--- src/clcd_pkg.sv ---
// Shared types, constants and tables for the character-LCD command sequencer.
// No dependencies; used by every module in src.
package clcd_pkg;

  localparam int unsigned VALUE_W    = 32;
  localparam int unsigned NUM_DIGITS = 10;
  localparam int unsigned DIGIT_W    = 4;
  localparam int unsigned BIT_CNT_W  = $clog2(VALUE_W);
  localparam int unsigned PTR_W      = $clog2(NUM_DIGITS);
  localparam int unsigned WAIT_W     = 5;

  localparam logic [2:0] OP_INIT   = 3'd0;
  localparam logic [2:0] OP_CURSOR = 3'd1;
  localparam logic [2:0] OP_CHAR   = 3'd2;
  localparam logic [2:0] OP_INT    = 3'd3;
  localparam logic [2:0] OP_CLEAR  = 3'd4;

  localparam logic [7:0] BYTE_CLEAR   = 8'h01;
  localparam logic [7:0] ASCII_ZERO   = 8'h30;
  localparam logic [7:0] SET_DDRAM    = 8'h80;
  localparam logic [2:0] INIT_LAST    = 3'd6;
  localparam logic [2:0] MAX_ROW      = 3'd3;
  localparam logic [4:0] MAX_COLUMN   = 5'd19;

  localparam logic [PTR_W-1:0] PTR_TOP = PTR_W'(NUM_DIGITS - 1);

  // One byte bound for the panel, split into two strobes by the emitter
  typedef struct packed {
    logic              rs;
    logic [7:0]        data;
    logic [WAIT_W-1:0] wait_ms;
    logic              last;
  } clcd_byte_t;

  typedef logic [NUM_DIGITS-1:0][DIGIT_W-1:0] clcd_bcd_t;

  // Power-up sequence: two wake-up bytes, then function set, display setup
  function automatic logic [7:0] init_byte(input logic [2:0] idx);
    logic [7:0] b;
    case (idx)
      3'd0:    b = 8'h03;
      3'd1:    b = 8'h03;
      3'd2:    b = 8'h02;
      3'd3:    b = 8'h28;
      3'd4:    b = 8'h01;
      3'd5:    b = 8'h0C;
      3'd6:    b = 8'h06;
      default: b = 8'h06;
    endcase
    return b;
  endfunction

  function automatic logic [WAIT_W-1:0] init_wait(input logic [2:0] idx);
    logic [WAIT_W-1:0] w;
    case (idx)
      3'd0:    w = WAIT_W'(16);
      3'd1:    w = WAIT_W'(5);
      3'd2:    w = WAIT_W'(1);
      default: w = '0;
    endcase
    return w;
  endfunction

  function automatic logic [6:0] row_base(input logic [1:0] row);
    logic [6:0] b;
    case (row)
      2'd0:    b = 7'h00;
      2'd1:    b = 7'h40;
      2'd2:    b = 7'h14;
      2'd3:    b = 7'h54;
      default: b = 7'h00;
    endcase
    return b;
  endfunction

endpackage

--- src/clcd_dabble.sv ---
// Bit-serial binary to BCD converter (shift and add-3), one bit per cycle.
// Depends on clcd_pkg.
module clcd_dabble (
  input  logic                            clk_i,
  input  logic                            rst_ni,
  input  logic                            start_i,
  input  logic [clcd_pkg::VALUE_W-1:0]    value_i,
  output logic                            busy_o,
  output clcd_pkg::clcd_bcd_t             bcd_o
);

  logic [clcd_pkg::VALUE_W-1:0]   bin_q;
  clcd_pkg::clcd_bcd_t            bcd_q, adj;
  logic [clcd_pkg::NUM_DIGITS*clcd_pkg::DIGIT_W-1:0] adj_flat;
  logic [clcd_pkg::BIT_CNT_W-1:0] cnt_q;
  logic                           busy_q;

  // Digits at 5 or above get 3 added before the shift
  always_comb begin
    for (int k = 0; k < clcd_pkg::NUM_DIGITS; k++) begin
      adj[k] = (bcd_q[k] >= 4'd5) ? bcd_q[k] + 4'd3 : bcd_q[k];
    end
  end

  assign adj_flat = adj;

  always_ff @(posedge clk_i or negedge rst_ni) begin
    if (!rst_ni) begin
      busy_q <= 1'b0;
      cnt_q  <= '0;
    end else if (start_i) begin
      busy_q <= 1'b1;
      cnt_q  <= '0;
    end else if (busy_q) begin
      cnt_q <= cnt_q + 1'b1;
      if (cnt_q == '1) begin
        busy_q <= 1'b0;
      end
    end
  end

  always_ff @(posedge clk_i) begin
    if (start_i) begin
      bin_q <= value_i;
      bcd_q <= '0;
    end else if (busy_q) begin
      bin_q <= {bin_q[clcd_pkg::VALUE_W-2:0], 1'b0};
      bcd_q <= {adj_flat[clcd_pkg::NUM_DIGITS*clcd_pkg::DIGIT_W-2:0],
                bin_q[clcd_pkg::VALUE_W-1]};
    end
  end

  assign busy_o = busy_q;
  assign bcd_o  = bcd_q;

endmodule

--- src/clcd_emit.sv ---
// Output stage: holds one byte and hands it out as two nibble items, high first.
// Depends on clcd_pkg.
module clcd_emit (
  input  logic                 clk_i,
  input  logic                 rst_ni,
  input  logic                 byte_valid_i,
  output logic                 byte_ready_o,
  input  clcd_pkg::clcd_byte_t byte_i,
  output logic                 m_axis_tvalid,
  input  logic                 m_axis_tready,
  output logic [15:0]          m_axis_tdata,
  output logic                 m_axis_tuser,
  output logic                 m_axis_tlast
);

  clcd_pkg::clcd_byte_t            hold_q;
  logic                            full_q, low_q;
  logic                            load;
  logic [3:0]                      nib;
  logic [clcd_pkg::WAIT_W-1:0]     wait_sel;

  assign byte_ready_o = !full_q || (m_axis_tready && low_q);
  assign load         = byte_valid_i && byte_ready_o;

  always_ff @(posedge clk_i or negedge rst_ni) begin
    if (!rst_ni) begin
      full_q <= 1'b0;
      low_q  <= 1'b0;
    end else if (load) begin
      full_q <= 1'b1;
      low_q  <= 1'b0;
    end else if (full_q && m_axis_tready) begin
      if (low_q) begin
        full_q <= 1'b0;
      end else begin
        low_q <= 1'b1;
      end
    end
  end

  always_ff @(posedge clk_i) begin
    if (load) begin
      hold_q <= byte_i;
    end
  end

  assign nib      = low_q ? hold_q.data[3:0] : hold_q.data[7:4];
  assign wait_sel = low_q ? '0 : hold_q.wait_ms;

  assign m_axis_tvalid = full_q;
  assign m_axis_tdata  = {7'd0, wait_sel, nib};
  assign m_axis_tuser  = hold_q.rs;
  assign m_axis_tlast  = low_q && hold_q.last;

endmodule

--- src/char_lcd_4bit_command_sequencer.sv ---
// Character-LCD 4-bit command sequencer: one command item in, a run of nibble
// strobes out. Depends on clcd_pkg, clcd_dabble and clcd_emit.
// A taken command sets the state register, and each byte of the run is then
// loaded into the output stage's hold register, which drives the strobes. Print
// integer first runs bit-serial BCD conversion, then skips up to 8 leading zeros.
// Throughput: one command at a time; two strobes per byte, so a run has up to
// 20 strobes; print integer also waits for the conversion above.
// Reset (rst_ni low, asynchronous) empties the sequencer and output stage.
module char_lcd_4bit_command_sequencer (
  input  logic        clk_i,
  input  logic        rst_ni,
  // s_axis_tdata: opcode[2:0], row[5:3], column[10:6], value[42:11], zero pad
  input  logic        s_axis_tvalid,
  output logic        s_axis_tready,
  input  logic [47:0] s_axis_tdata,
  // m_axis_tdata: nibble[3:0], wait_before_ms[8:4], zero pad
  // m_axis_tuser: register_select; m_axis_tlast: last strobe of the run
  output logic        m_axis_tvalid,
  input  logic        m_axis_tready,
  output logic [15:0] m_axis_tdata,
  output logic        m_axis_tuser,
  output logic        m_axis_tlast
);

  localparam logic [1:0] ST_IDLE = 2'd0;
  localparam logic [1:0] ST_CONV = 2'd1;
  localparam logic [1:0] ST_SKIP = 2'd2;
  localparam logic [1:0] ST_SEND = 2'd3;

  logic [1:0]                        state_q, state_d;
  logic [2:0]                        opc_q;
  logic [2:0]                        row_q;
  logic [4:0]                        col_q;
  logic [7:0]                        char_q;
  logic [2:0]                        cnt_q;
  logic [clcd_pkg::PTR_W-1:0]        ptr_q;

  logic [2:0]                        in_opc, in_row;
  logic [4:0]                        in_col;
  logic [clcd_pkg::VALUE_W-1:0]      in_value;
  logic                              take, produces;

  logic                              conv_busy;
  clcd_pkg::clcd_bcd_t               bcd;
  logic [clcd_pkg::DIGIT_W-1:0]      cur_digit;

  clcd_pkg::clcd_byte_t              byte_d;
  logic                              byte_valid, byte_ready, byte_take;
  logic [6:0]                        ddram_addr;

  // Unpack the command item
  assign in_opc   = s_axis_tdata[2:0];
  assign in_row   = s_axis_tdata[5:3];
  assign in_col   = s_axis_tdata[10:6];
  assign in_value = s_axis_tdata[42:11];

  assign s_axis_tready = (state_q == ST_IDLE);
  assign take          = s_axis_tvalid && s_axis_tready;

  // Out-of-range cursor and unknown opcodes are swallowed without output
  always_comb begin
    case (in_opc)
      clcd_pkg::OP_INIT,
      clcd_pkg::OP_CHAR,
      clcd_pkg::OP_INT,
      clcd_pkg::OP_CLEAR:  produces = 1'b1;
      clcd_pkg::OP_CURSOR: produces = (in_row <= clcd_pkg::MAX_ROW) &&
                                      (in_col <= clcd_pkg::MAX_COLUMN);
      default:             produces = 1'b0;
    endcase
  end

  clcd_dabble u_dabble (
    .clk_i   (clk_i),
    .rst_ni  (rst_ni),
    .start_i (take && (in_opc == clcd_pkg::OP_INT)),
    .value_i (in_value),
    .busy_o  (conv_busy),
    .bcd_o   (bcd)
  );

  assign cur_digit  = bcd[ptr_q];
  assign ddram_addr = clcd_pkg::row_base(row_q[1:0]) + {2'b00, col_q};

  // Byte for the current step of the run
  always_comb begin
    byte_d.rs      = 1'b0;
    byte_d.data    = clcd_pkg::BYTE_CLEAR;
    byte_d.wait_ms = '0;
    byte_d.last    = 1'b1;
    case (opc_q)
      clcd_pkg::OP_INIT: begin
        byte_d.data    = clcd_pkg::init_byte(cnt_q);
        byte_d.wait_ms = clcd_pkg::init_wait(cnt_q);
        byte_d.last    = (cnt_q == clcd_pkg::INIT_LAST);
      end
      clcd_pkg::OP_CURSOR: begin
        byte_d.data = clcd_pkg::SET_DDRAM | {1'b0, ddram_addr};
      end
      clcd_pkg::OP_CHAR: begin
        byte_d.rs   = 1'b1;
        byte_d.data = char_q;
      end
      clcd_pkg::OP_INT: begin
        byte_d.rs   = 1'b1;
        byte_d.data = clcd_pkg::ASCII_ZERO | {4'd0, cur_digit};
        byte_d.last = (ptr_q == '0);
      end
      default: begin
        byte_d.data = clcd_pkg::BYTE_CLEAR;
      end
    endcase
  end

  assign byte_valid = (state_q == ST_SEND);
  assign byte_take  = byte_valid && byte_ready;

  always_comb begin
    state_d = state_q;
    case (state_q)
      ST_IDLE: begin
        if (take && produces) begin
          state_d = (in_opc == clcd_pkg::OP_INT) ? ST_CONV : ST_SEND;
        end
      end
      ST_CONV: begin
        if (!conv_busy) begin
          state_d = ST_SKIP;
        end
      end
      ST_SKIP: begin
        // Drop leading zeros one digit a cycle; at least two digits remain
        if (!((ptr_q > clcd_pkg::PTR_W'(1)) && (cur_digit == '0))) begin
          state_d = ST_SEND;
        end
      end
      ST_SEND: begin
        if (byte_take && byte_d.last) begin
          state_d = ST_IDLE;
        end
      end
      default: state_d = ST_IDLE;
    endcase
  end

  always_ff @(posedge clk_i or negedge rst_ni) begin
    if (!rst_ni) begin
      state_q <= ST_IDLE;
      cnt_q   <= '0;
      ptr_q   <= clcd_pkg::PTR_TOP;
    end else begin
      state_q <= state_d;
      if (take) begin
        cnt_q <= '0;
        ptr_q <= clcd_pkg::PTR_TOP;
      end else if (state_q == ST_SKIP && state_d == ST_SKIP) begin
        ptr_q <= ptr_q - 1'b1;
      end else if (byte_take) begin
        cnt_q <= cnt_q + 1'b1;
        ptr_q <= ptr_q - 1'b1;
      end
    end
  end

  always_ff @(posedge clk_i) begin
    if (take) begin
      opc_q  <= in_opc;
      row_q  <= in_row;
      col_q  <= in_col;
      char_q <= in_value[7:0];
    end
  end

  clcd_emit u_emit (
    .clk_i         (clk_i),
    .rst_ni        (rst_ni),
    .byte_valid_i  (byte_valid),
    .byte_ready_o  (byte_ready),
    .byte_i        (byte_d),
    .m_axis_tvalid (m_axis_tvalid),
    .m_axis_tready (m_axis_tready),
    .m_axis_tdata  (m_axis_tdata),
    .m_axis_tuser  (m_axis_tuser),
    .m_axis_tlast  (m_axis_tlast)
  );

endmodule
--- config.mk ---
export PLATFORM = sky130hd
export DESIGN_NAME = char_lcd_4bit_command_sequencer
export DESIGN_NICKNAME = d
export VERILOG_FILES = /design/src/clcd_pkg.sv /design/src/clcd_dabble.sv /design/src/clcd_emit.sv /design/src/char_lcd_4bit_command_sequencer.sv
export SDC_FILE = /design/constraint.sdc
export NUM_CORES = 1
export LEC_CHECK = 0
export BUFFER_PORTS_ARGS = -buffer_cell sky130_fd_sc_hd__buf_2
export CORE_ASPECT_RATIO = 2
export CORE_MARGIN = 2
export CORE_UTILIZATION = 45
export CTS_CLUSTER_DIAMETER = 120
export DETAILED_ROUTE_END_ITERATION = 10
export GPL_ROUTABILITY_DRIVEN = 0
export PLACE_DENSITY_LB_ADDON = 0.15
export SYNTH_ARGS = -nofsm -noshare
export SYNTH_HDL_FRONTEND = slang
export SYNTH_HIERARCHICAL = 1
export SYNTH_SLANG_ARGS = --single-unit
--- constraint.sdc ---
create_clock -name clk_i -period 4.5 [get_ports clk_i]
set_clock_uncertainty 0.1 [all_clocks]
set_input_delay 0.225 -clock clk_i [delete_from_list [all_inputs] [get_ports clk_i]]
set_output_delay 0.225 -clock clk_i [all_outputs]
set_load 0.02 [all_outputs]
==> results.json <==
{
  "dpl.cell_count": 851,
  "num_antenna_cells": 0,
  "antenna_found_initial": 0,
  "cts.hold.buffers_added": 36,
  "hold_violations": 0,
  "arrival_ns": 3.04,
  "setup_tns_ns": 0,
  "fp.dieH_um": 176,
  "grt_pass1_vias": 4705,
  "ant_nets": 0,
  "crit_type": "flop to flop",
  "area_growth_syn_to_layout_pct": 20.1,
  "grt_first_pass_wirelength_mm": 22.4,
  "r2r_slack_ns": 1.65,
  "clk_pin_slew_ns": 0.06,
  "drive_above_1_share_pct": 22.5,
  "post-place-ws_ns": 1.64,
  "async_flop_share_pct": 13.9,
  "rsz0062_at_grt": "false",
  "cts_tree": "built",
  "vdd_drop_max_uv": 346,
  "ys_warn_count": 6,
  "route.detailed.drc": 0,
  "cts.sinks": 122,
  "drt-total-wl_mm": 13.4,
  "hp-class": "input port to flop",
  "io_buffers": 59,
  "drt-initial-drc-count": 209,
  "worst_pin_slew_ns": 0.852,
  "power_per_cell_area_nw_per_um2": 716,
  "overflow": 0,
  "netlist_instances": 625,
  "cp-end-kind": "flop",
  "outcome": "complete, no violations",
  "die-area_um2": 15900,
  "die_w_um": 90.1,
  "routedWlPerCell_um": 14.6,
  "holdWs_ns": 0.0144,
  "yosysMostFrequentCell": "edfxtp_1",
  "yosysSeqAreaShare_pct": 47.6,
  "rows": 63,
  "fin_nets": 795,
  "synth_area_um2": 6680,
  "post-route-period-util_pct": 63.2,
  "multi_input_comb_area_um2": 3150,
  "p_leak_nw": 3.15,
  "start_util_pct": 45.5,
  "post_cts_resized": 0,
  "fin_crit_ns": 2.85,
  "seqCellArea_um2": 3180,
  "route.vias.total": 4894,
  "placed_cell_area_um2": 7060,
  "fin_util_pct": 54.7,
  "cp_data_required_time_ns": 4.69,
  "total_power_mw": 5.74,
  "max_freq_ghz": 0.351,
  "viasPerCell": 5.33,
  "grt_max_degree": 52,
  "clock_path_buffers": 2,
  "worst_slew_margin_rel_pct": 43.2,
  "maxCapViolations": 0,
  "coreArea_um2": 14700,
  "post_cts_buffers": 0,
  "synth_top_area_cell": "edfxtp_1",
  "cts_root_buffer": "clkbuf_16",
  "finalNonFillerCells": 919,
  "synth_ff_type": "edfxtp_1",
  "layout_setup_ws_ns": 1.65,
  "finish.instance_area_um2": 8020,
  "synth_edf_count": 65,
  "first_pass_iters": 4,
  "htreeDepth": 4,
  "fillers": 1307,
  "worstSkewPairLatency_ns": 0.42,
  "cts_inserted_buffers": 17,
  "slew_violations": 0,
  "hpwl_mm": 9.08,
  "yosys-top-cells-count": "edfxtp_1 (65), nor2_1 (44), inv_1 (42)",
  "worstSetupStartpointType": "flop",
  "grt_usage_pct": 17.4,
  "ys_top_cells_by_area": "edfxtp_1 (29%), dfxtp_1 (12%), mux2_2 (6.1%)",
  "ioPinCount": 72,
  "syn_area_per_cell_um2": 10.7,
  "netlist.area_leader.share_pct": 29.2,
  "setup_viol": 0,
  "synth_cell_types": 65,
  "synth-seq-cells": 122,
  "critical_path.max_fanout": 15
}
-- report_power, final --
group | switching [mW] | total (mW) | internal, mW
Combinational | 1.16 | 2.23 | 1.07
Sequential | 0.467 | 2.12 | 1.66
Clock | 0.555 | 1.39 | 0.837
Total | 2.18 | 5.74 | 3.57
-- routing by layer --
layer  vias up  share of wire (%)  global-route usage, %
met4         0                2.2                   6.79
met5         -                  0                      0
met1      2310                 46                   22.6
met2       106                 48                   28.4
met3        21                3.9                   3.63
li1       2457                  -                      -
-- final cells by class --
type	instances	share of cell area [%]
clock buffer	17	5.30
clock inverter	15	2.18
inverter	42	1.97
multi-input combinational	429	39.3
sequential	122	39.7
tap	195	3.04
timing repair buffer	99	8.55
-- path summary, 6_finish.rpt --
path | to | depth (start not counted) | from
hold reg to reg | u_dabble/bcd_o[39]$_SDFFE_PP0P_ | 2 | u_dabble/bcd_o[39]$_SDFFE_PP0P_
hold / removal | u_dabble/bin_q[25]$_DFFE_PP_ | 2 | s_axis_tdata[36]
min in group asynchronous | u_dabble/cnt_q[4]$_DFFE_PN0P_ | 2 | rst_ni
setup / recovery | ptr_q[1]$_DFFE_PN0P_ | 8 | ptr_q[0]$_DFFE_PN1P_
max in group asynchronous | ptr_q[3]$_DFFE_PN1P_ | 2 | rst_ni
setup reg to reg | ptr_q[1]$_DFFE_PN0P_ | 8 | ptr_q[0]$_DFFE_PN1P_
-- state kept, by name, indices dropped and copies added (netlist names), 2 cells and up --
| register | flops |
|---|---|
| u_dabble/bcd_o | 40 |
| u_dabble/bin_q | 32 |
| u_emit/hold_q | 14 |
| char_q | 8 |
| col_q | 5 |
| u_dabble/cnt_q | 5 |
| ptr_q | 4 |
| cnt_q | 3 |
| opc_q | 3 |
| row_q | 2 |
| state_q | 2 |
-- cell usage in the layout (no fill, tap or decap), drive strengths merged, types with 12 or more instances in the layout --
cell type,count
a21oi,36
buf,63
clkbuf,17
dfrtp,15
dfxtp,40
dlygate4sd3,36
edfxtp,65
ha,32
inv,52
mux2,38
nand2,25
nand2b,12
nand3,12
nor2,44
nor3,13
o21ai,39
o22ai,12
-- cells by family after synthesis --
logic type      count (synthesis)  share of synthesized area (%)
buf+inv                        81                           5.64
xor+xnor                       14                           1.84
mux                            55                           10.8
simple gates                  167                           13.4
other cells                     2                          0.112
fa+ha+maj                      32                           6.00
compound gates                152                           14.6
flops                         122                           47.6
-- critical path: stages (launching register included) --
cell	delay, ns
dfstp_2	0.80
inv_1	0.22
ha_1	0.29
or3_1	0.35
a211o_1	0.24
and3_1	0.16
and4b_2	0.33
a21oi_1	0.09
mux2i_1	0.13
No activity file was read; power rests on OpenSTA's default activity.
